$ cat config.mk
export PLATFORM = sky130hd
export DESIGN_NAME = text_console_cursor_engine_top
export DESIGN_NICKNAME = d
export VERILOG_FILES = /design/src/tcce_pkg.sv /design/src/text_console_cursor_engine_top.sv
export SDC_FILE = /design/constraint.sdc
export NUM_CORES = 1
export LEC_CHECK = 0
export BUFFER_PORTS_ARGS = -buffer_cell sky130_fd_sc_hd__buf_2
export CAP_MARGIN = 20
export CORE_UTILIZATION = 25
export CTS_CLUSTER_DIAMETER = 30
export DETAILED_ROUTE_END_ITERATION = 12
export SLEW_MARGIN = 10
export SYNTH_ARGS = -nofsm -noshare
export SYNTH_HDL_FRONTEND = slang
export SYNTH_SLANG_ARGS = --single-unit
$ cat constraint.sdc
create_clock -name i_clk -period 20.1 [get_ports i_clk]
set_clock_uncertainty 0.05 [all_clocks]
set_input_delay 2.01 -clock i_clk [delete_from_list [all_inputs] [get_ports i_clk]]
set_output_delay 2.01 -clock i_clk [all_outputs]
set_load 0.01 [all_outputs]
$ cat src/tcce_pkg.sv
// ----------------------------------------------------------------------------
// tcce_pkg
// Shared types, codes and tables of the text console cursor engine.
// ----------------------------------------------------------------------------
package tcce_pkg;

    // Grid limits and tab spacing
    localparam int MAX_COLUMNS = 256;
    localparam int MAX_ROWS    = 128;
    localparam int TAB_STOP    = 4;

    // Character codes with cursor meaning
    localparam logic [7:0] CH_BACKSPACE = 8'd8;
    localparam logic [7:0] CH_TAB       = 8'd9;
    localparam logic [7:0] CH_NEWLINE   = 8'd10;
    localparam logic [7:0] CH_RETURN    = 8'd13;
    localparam logic [7:0] CH_SPACE     = 8'd32;

    // Command codes
    localparam logic CMD_DRAW   = 1'b0;
    localparam logic CMD_SCROLL = 1'b1;

    // Configuration register indexes
    localparam int          CFG_IDX_W        = 2;
    localparam logic [1:0]  REG_GRID_COLUMNS = 2'd0;
    localparam logic [1:0]  REG_GRID_ROWS    = 2'd1;
    localparam logic [1:0]  REG_TEXT_COLOR   = 2'd2;

    // Reset values of the registers
    localparam logic [7:0] GRID_COLUMNS_RST = 8'd80;
    localparam logic [6:0] GRID_ROWS_RST    = 7'd25;
    localparam logic [7:0] TEXT_COLOR_RST   = 8'h07;

    // Effective grid caps at the field widths
    localparam logic [7:0] COL_LIMIT = (MAX_COLUMNS - 1 > 255) ? 8'd255 : 8'(MAX_COLUMNS - 1);
    localparam logic [6:0] ROW_LIMIT = (MAX_ROWS - 1 > 127) ? 7'd127 : 7'(MAX_ROWS - 1);

    // One output command
    typedef struct packed {
        logic        command;
        logic [7:0]  cell_column;
        logic [6:0]  cell_row;
        logic [7:0]  glyph_code;
        logic [23:0] foreground_rgb;
        logic [23:0] background_rgb;
        logic        last_of_run;
    } t_result;

    // Next tab stop for every column, built at elaboration
    typedef logic [8:0] t_tab_row [256];

    function automatic t_tab_row f_tab_next();
        t_tab_row tbl;
        for (int i = 0; i < 256; i++) begin
            tbl[i] = 9'(i - (i % TAB_STOP) + TAB_STOP);
        end
        return tbl;
    endfunction

    localparam t_tab_row TAB_NEXT = f_tab_next();

    // 16-entry color palette, 0xRRGGBB
    function automatic logic [23:0] f_palette(input logic [3:0] idx);
        logic [23:0] rgb;
        case (idx)
            4'd0:    rgb = 24'h000000;
            4'd1:    rgb = 24'h0000AA;
            4'd2:    rgb = 24'h00AA00;
            4'd3:    rgb = 24'h00AAAA;
            4'd4:    rgb = 24'hAA0000;
            4'd5:    rgb = 24'hAA00AA;
            4'd6:    rgb = 24'hAA5500;
            4'd7:    rgb = 24'hAAAAAA;
            4'd8:    rgb = 24'h555555;
            4'd9:    rgb = 24'h5555FF;
            4'd10:   rgb = 24'h55FF55;
            4'd11:   rgb = 24'h55FFFF;
            4'd12:   rgb = 24'hFF5555;
            4'd13:   rgb = 24'hFF55FF;
            4'd14:   rgb = 24'hFFFF55;
            default: rgb = 24'hFFFFFF;
        endcase
        return rgb;
    endfunction

endpackage

$ cat src/text_console_cursor_engine_top.sv
// Text console cursor engine: each character word on the slave stream moves a
// text cursor over a grid set by the configuration registers and yields zero,
// one or two command words (a cell draw, then a scroll-up) on the master
// stream, the final one flagged by tlast. Characters that cause at most one
// command are taken one per cycle while the master stream accepts; a
// character that causes a draw and a scroll holds the next one back until
// the single master port has drained the three-entry result queue to one
// entry. With an empty queue a command is presented once its character has
// passed the input register and the cursor update has put it into the queue.
// ----------------------------------------------------------------------------
// text_console_cursor_engine_top
// Cursor update, command build and output queue of the text console.
// ----------------------------------------------------------------------------
module text_console_cursor_engine_top (
    input  logic                          i_clk,
    input  logic                          i_rst_n,
    // configuration write port
    input  logic                          i_cfg_wr_en,
    input  logic [tcce_pkg::CFG_IDX_W-1:0] i_cfg_index,
    input  logic [7:0]                    i_cfg_data,
    // character stream
    input  logic                          i_s_tvalid,
    output logic                          o_s_tready,
    input  logic [7:0]                    i_s_tdata,   // [7:0] char_code
    // command stream
    output logic                          o_m_tvalid,
    input  logic                          i_m_tready,
    // [7:0] cell_column, [14:8] cell_row, [22:15] glyph_code,
    // [46:23] foreground_rgb, [70:47] background_rgb, [71] zero fill
    output logic [71:0]                   o_m_tdata,
    output logic                          o_m_tuser,   // [0] command
    output logic                          o_m_tlast    // last_of_run
);
    import tcce_pkg::*;

    localparam int QDEPTH = 3;

    // configuration registers
    logic [7:0] r_grid_columns;
    logic [6:0] r_grid_rows;
    logic [7:0] r_text_color;

    // input register
    logic       r_in_valid;
    logic [7:0] r_in_char;

    // cursor state
    logic [7:0] r_cur_col;
    logic [6:0] r_cur_row;

    // result queue
    t_result    r_q [QDEPTH];
    t_result    n_q [QDEPTH];
    logic [1:0] r_cnt;
    logic [1:0] n_cnt;

    logic        fire;
    logic        pop;
    logic [7:0]  cols;
    logic [6:0]  rows;
    logic [7:0]  col_c;
    logic [6:0]  row_c;
    logic [7:0]  n_col;
    logic [7:0]  n_row;
    logic [6:0]  fin_row;
    logic [8:0]  tab_col;
    logic [8:0]  inc_col;
    logic [23:0] fg_rgb;
    logic [23:0] bg_rgb;
    logic        draw_vld;
    logic        scroll_vld;
    t_result     draw_res;
    t_result     scroll_res;

    // handshakes
    assign fire       = r_in_valid && (r_cnt <= 2'd1);
    assign o_s_tready = !r_in_valid || fire;
    assign o_m_tvalid = (r_cnt != 2'd0);
    assign pop        = o_m_tvalid && i_m_tready;

    // effective grid size: zero acts as one, capped at the limits
    always_comb begin
        cols = (r_grid_columns == 8'd0) ? 8'd1 : r_grid_columns;
        if (cols > COL_LIMIT) begin
            cols = COL_LIMIT;
        end
        rows = (r_grid_rows == 7'd0) ? 7'd1 : r_grid_rows;
        if (rows > ROW_LIMIT) begin
            rows = ROW_LIMIT;
        end
    end

    assign fg_rgb = f_palette(r_text_color[3:0]);
    assign bg_rgb = f_palette(r_text_color[7:4]);

    // clamp the cursor into the grid, then apply the character
    always_comb begin
        col_c    = (r_cur_col >= cols) ? cols - 8'd1 : r_cur_col;
        row_c    = (r_cur_row >= rows) ? rows - 7'd1 : r_cur_row;
        n_col    = col_c;
        n_row    = {1'b0, row_c};
        tab_col  = TAB_NEXT[col_c];
        inc_col  = {1'b0, col_c} + 9'd1;
        draw_vld = 1'b0;
        draw_res = '0;
        draw_res.command        = CMD_DRAW;
        draw_res.foreground_rgb = fg_rgb;
        draw_res.background_rgb = bg_rgb;
        case (r_in_char)
            CH_NEWLINE: begin
                n_col = 8'd0;
                n_row = {1'b0, row_c} + 8'd1;
            end
            CH_RETURN: begin
                n_col = 8'd0;
            end
            CH_TAB: begin
                if (tab_col >= {1'b0, cols}) begin
                    n_col = 8'd0;
                    n_row = {1'b0, row_c} + 8'd1;
                end else begin
                    n_col = tab_col[7:0];
                end
            end
            CH_BACKSPACE: begin
                // top-left cell: stay put and erase it
                if (col_c != 8'd0) begin
                    n_col = col_c - 8'd1;
                end else if (row_c != 7'd0) begin
                    n_col = cols - 8'd1;
                    n_row = {1'b0, row_c - 7'd1};
                end
                draw_vld             = 1'b1;
                draw_res.cell_column = n_col;
                draw_res.cell_row    = n_row[6:0];
                draw_res.glyph_code  = CH_SPACE;
            end
            default: begin
                draw_vld             = 1'b1;
                draw_res.cell_column = col_c;
                draw_res.cell_row    = row_c;
                draw_res.glyph_code  = r_in_char;
                if (inc_col >= {1'b0, cols}) begin
                    n_col = 8'd0;
                    n_row = {1'b0, row_c} + 8'd1;
                end else begin
                    n_col = inc_col[7:0];
                end
            end
        endcase

        // past the last row: scroll and hold on the last row
        scroll_vld = (n_row >= {1'b0, rows});
        fin_row    = scroll_vld ? rows - 7'd1 : n_row[6:0];
        scroll_res = '0;
        scroll_res.command        = CMD_SCROLL;
        scroll_res.background_rgb = bg_rgb;
        scroll_res.last_of_run    = 1'b1;
        draw_res.last_of_run      = !scroll_vld;
    end

    // shift out on pop, append new commands behind the survivors
    always_comb begin
        n_q   = r_q;
        n_cnt = r_cnt;
        if (pop) begin
            n_q[0] = r_q[1];
            n_q[1] = r_q[2];
            n_cnt  = r_cnt - 2'd1;
        end
        if (fire && draw_vld) begin
            n_q[n_cnt] = draw_res;
            n_cnt      = n_cnt + 2'd1;
        end
        if (fire && scroll_vld) begin
            n_q[n_cnt] = scroll_res;
            n_cnt      = n_cnt + 2'd1;
        end
    end

    // control state and configuration
    always_ff @(posedge i_clk) begin
        if (!i_rst_n) begin
            r_grid_columns <= GRID_COLUMNS_RST;
            r_grid_rows    <= GRID_ROWS_RST;
            r_text_color   <= TEXT_COLOR_RST;
            r_in_valid     <= 1'b0;
            r_cur_col      <= 8'd0;
            r_cur_row      <= 7'd0;
            r_cnt          <= 2'd0;
        end else begin
            if (i_cfg_wr_en) begin
                case (i_cfg_index)
                    REG_GRID_COLUMNS: r_grid_columns <= i_cfg_data;
                    REG_GRID_ROWS:    r_grid_rows    <= i_cfg_data[6:0];
                    REG_TEXT_COLOR:   r_text_color   <= i_cfg_data;
                    default:          ;
                endcase
            end
            if (o_s_tready) begin
                r_in_valid <= i_s_tvalid;
            end
            if (fire) begin
                r_cur_col <= n_col;
                r_cur_row <= fin_row;
            end
            r_cnt <= n_cnt;
        end
    end

    // payload: input word and queue entries
    always_ff @(posedge i_clk) begin
        if (o_s_tready && i_s_tvalid) begin
            r_in_char <= i_s_tdata;
        end
        r_q <= n_q;
    end

    // drive the head of the queue
    assign o_m_tdata = {1'b0, r_q[0].background_rgb, r_q[0].foreground_rgb,
                        r_q[0].glyph_code, r_q[0].cell_row, r_q[0].cell_column};
    assign o_m_tuser = r_q[0].command;
    assign o_m_tlast = r_q[0].last_of_run;

`ifndef SYNTH
    // a scroll is always the final command of its character
    a_scroll_last: assert property (@(posedge i_clk) disable iff (!i_rst_n)
        (o_m_tvalid && o_m_tuser == CMD_SCROLL) |-> o_m_tlast)
        else $error("scroll command without tlast");

    // a scroll carries only the fill color
    a_scroll_clean: assert property (@(posedge i_clk) disable iff (!i_rst_n)
        (o_m_tvalid && o_m_tuser == CMD_SCROLL) |-> (o_m_tdata[46:0] == 47'd0))
        else $error("scroll command with cell fields set");

    // the cursor lands inside the grid after each character
    a_cursor_in_grid: assert property (@(posedge i_clk) disable iff (!i_rst_n)
        fire |=> (r_cur_col < $past(cols)) && (r_cur_row < $past(rows)))
        else $error("cursor left the grid");
`endif

endmodule

==> out/qor.yml <==
outcome:
  status: "complete, no violations"
final_layout:
  fin_cells: 2588
  antennaDiodeCount: 0
  fillers: 5935
  layout-drive-gt1-share: 0.166
  layout_commonest_cell: "nand2_1"
  final_cell_mix: "389 x nand2_1, 270 x dfxtp_1, 123 x a21oi_1, 109 x a31oi_1, 97 x buf_2"
  synthToLayoutAreaGrowth_pct: 22.2
  fin_nets: 1852
pwr:
  p_comb_frac: 0.286
  pwr-share-seq: 0.299
  p_leak_nw: 7.53
  pwr_density_cell_nw_per_um2: 171
  vdd_ir_drop_max_uv: 87.7
  clkPwrFrac: 0.415
  power.switching_mw: 1.02
  sw_frac_of_total: 0.336
  p_int_mw: 2.00
placed_design:
  numPortBuffers: 97
  place.gp.congestion: 0.907
  dp.cells: 2454
  dp_hpwl_mm: 30.5
hold_path:
  worst_hold_startpoint: "r_q[11]$_DFF_P_"
  hold_depth: 1
  min_to: "r_q[11]$_DFF_P_"
  hold_class: "reg2reg"
clocking:
  clock-sinks: 278
  path_clk_slew_ns: 0.04
  cts_tree: "done"
  htree_levels: 3
  cts_setup_buffers: 0
  cts_max_path_buffers: 3
  cts-root-buf: "clkbuf_16"
  clock_latency_ns: 0.58
  cts_hold_buf: 0
  cts_buffers: 73
  cts_resized: 0
setup_path:
  r2r_slack_ns: 11.15
  critPathRequiredTime_ns: 20.52
  cp_data_arrival_time_ns: 9.37
  cp_slowest_cell: "a21o_1"
  cp-end-kind: "flop"
  r2r_end: "o_m_tdata[25]$_DFF_P_"
  r2r-start: "r_grid_columns[2]$_SDFFE_PN0P_"
  start_kind: "flop"
  crit_top_cell: "ha_1"
  path_class: "reg2reg"
  cp_max_fo: 18
  cp_slowest_stage_delay_ns: 0.64
  reg2reg_depth: 31
global_routing:
  first_global_vias: 12300
  overflow: 0
  track_usage: 0.146
  grt_pass1_wl_mm: 68.9
  grt_start_max_net_pins: 113
  antenna_found_initial: 3
floorplan:
  die-area_sq_um: 58900
  start_util: 0.255
  die_y_microns: 243
  die_w_microns: 243
  pin_count: 99
  core_area_sq_um: 56800
  row_count: 87
synth:
  synth_area_per_cell_sq_um: 8.19
  synth_fp_nets: 1845
  syn_inst: 1768
  synth_seq_cells: 278
  syn-cell-area_sq_um: 14500
  yosysSeqAreaShare: 0.390
  ys_types: 94
  ys.warnings.count: 0
  synth-edff-count: 8
  synth_ff_type: "dfxtp_1"
  synthArstFlopShare: 0
detailed_routing:
  antenna_left: 0
  via_per_inst: 4.94
  wl_mm: 43.9
  post_drt_wl_per_cell_microns: 17.0
  vias: 12800
  drt-initial-drc-count: 863
  first_pass_iters: 7
  drcViolationCount: 0
timing:
  rsz0062_at_grt: "false"
  tns_ns: 0
  setup_viol: 0
  slew_violations: 0
  hold_viol: 0
  finalCriticalPeriod_ns: 8.95
  fmax_ghz: 0.112
  post-route-period-util: 0.445
  tightest_slew_ns: 0.939
  relSlewSlack: 0.373
flow_run:
  drv_cap: 0
through the flow:
step / setup slack [ns] / utilization / hold WS, ns / area (sq um) / power [mW]
3_5_place_dp: 11.29 / 0.263 / 0.389 / 15000 / 1.77
3_3_place_gp: 11.56 / 0.263 / 0.383 / 15000 / 1.74
6_report: 11.15 / 0.311 / 0.399 / 17700 / 3.02
2_1_floorplan: 13.03 / - / 0.372 / 14500 / 1.59
4_1_cts: 11.24 / 0.310 / 0.401 / 17600 / 3.04
5_1_grt: 10.38 / 0.311 / 0.409 / 17700 / 3.20
cells in the mapped netlist, types with 9 or more instances:
master / n / area (sq um)
buf_4: 76 / 571
o21ai_0: 48 / 240
xnor2_1: 18 / 158
nor2_1: 89 / 334
dfxtp_1: 270 / 5410
xor2_1: 10 / 87.6
nor3_1: 11 / 55.1
clkbuf_1: 79 / 297
nor2b_1: 26 / 163
mux2i_1: 34 / 340
inv_1: 48 / 180
and2_1: 9 / 56.3
o211ai_1: 10 / 75.1
ha_1: 54 / 676
a21oi_1: 123 / 616
a21o_1: 41 / 308
a31oi_1: 109 / 682
a211oi_1: 41 / 308
nand3_1: 42 / 210
and3_1: 33 / 206
nand2_1: 392 / 1470
buf_6: 14 / 158
state kept, by name, indices dropped and copies added, names as in the netlist:
signal          count
r_q               146
o_m_tdata          71
r_cur_col           8
r_grid_columns      8
r_in_char           8
r_text_color        8
r_cur_row           7
r_grid_rows         7
bg_rgb              5
fg_rgb              5
r_cnt               2
o_m_tlast           1
o_m_tuser           1
r_in_valid          1
worst max-delay path by stage:
stage                                               from               endpoint  depth (start not counted)
after global routing      r_grid_columns[5]$_SDFFE_PN0P_  o_m_tdata[25]$_DFF_P_                         30
after detailed placement  r_grid_columns[3]$_SDFFE_PN0P_        r_q[91]$_DFF_P_                         30
after global placement    r_grid_columns[2]$_SDFFE_PN0P_  o_m_tdata[25]$_DFF_P_                         31
after CTS                 r_grid_columns[3]$_SDFFE_PN0P_  o_m_tdata[52]$_DFF_P_                         31
final                     r_grid_columns[2]$_SDFFE_PN0P_  o_m_tdata[25]$_DFF_P_                         31
after floorplan           r_grid_columns[2]$_SDFFE_PN0P_  o_m_tdata[51]$_DFF_P_                         34
final cells by class:
class,instances,area (sq um),share of cell area
multi-input cells,1262,7610,0.430
flip-flops and latches,278,5650,0.319
clock buffers,85,2000,0.113
well taps,756,946,0.0535
clock inverters,47,678,0.0383
repair buffers,112,631,0.0356
inverters,48,180,0.0102
worst max-delay path: cells and delay by family (launching register included):
family | cells | cell delay, ns
xor+xnor | 1 | 0.14
compound gates | 16 | 5.05
simple gates | 7 | 0.84
fa+ha+maj | 4 | 1.32
buf+inv | 2 | 0.35
mux | 1 | 0.61
flops | 1 | 0.49
power by group through the flow:
stage | sequential (mW) | clock (mW) | combinational, mW
3_3_place_gp | 0.905 | 0 | 0.834
2_1_floorplan | 0.865 | 0 | 0.725
6_report | 0.904 | 1.25 | 0.863
5_1_grt | 0.930 | 1.30 | 0.966
4_1_cts | 0.905 | 1.27 | 0.861
3_5_place_dp | 0.911 | 0 | 0.856
logic make-up (layout without fill, tap and decap cells):
group | Yosys count | after routing | share of synthesized area
other cells | 1 | 1 | 0.000259
simple gates | 672 | 672 | 0.215
buf+inv | 228 | 292 | 0.0868
compound gates | 466 | 466 | 0.216
flops | 278 | 278 | 0.390
mux | 41 | 41 | 0.0292
xor+xnor | 28 | 28 | 0.0169
fa+ha+maj | 54 | 54 | 0.0467
layer usage:
metal,part of all wire,vias up,track usage
met2,0.45,370,0.228
met1,0.47,6127,0.197
met4,0.022,6,0.0481
li1,-,6198,-
met3,0.057,83,0.0328
met5,0.00064,-,0
(Power assumes the default switching activity.)
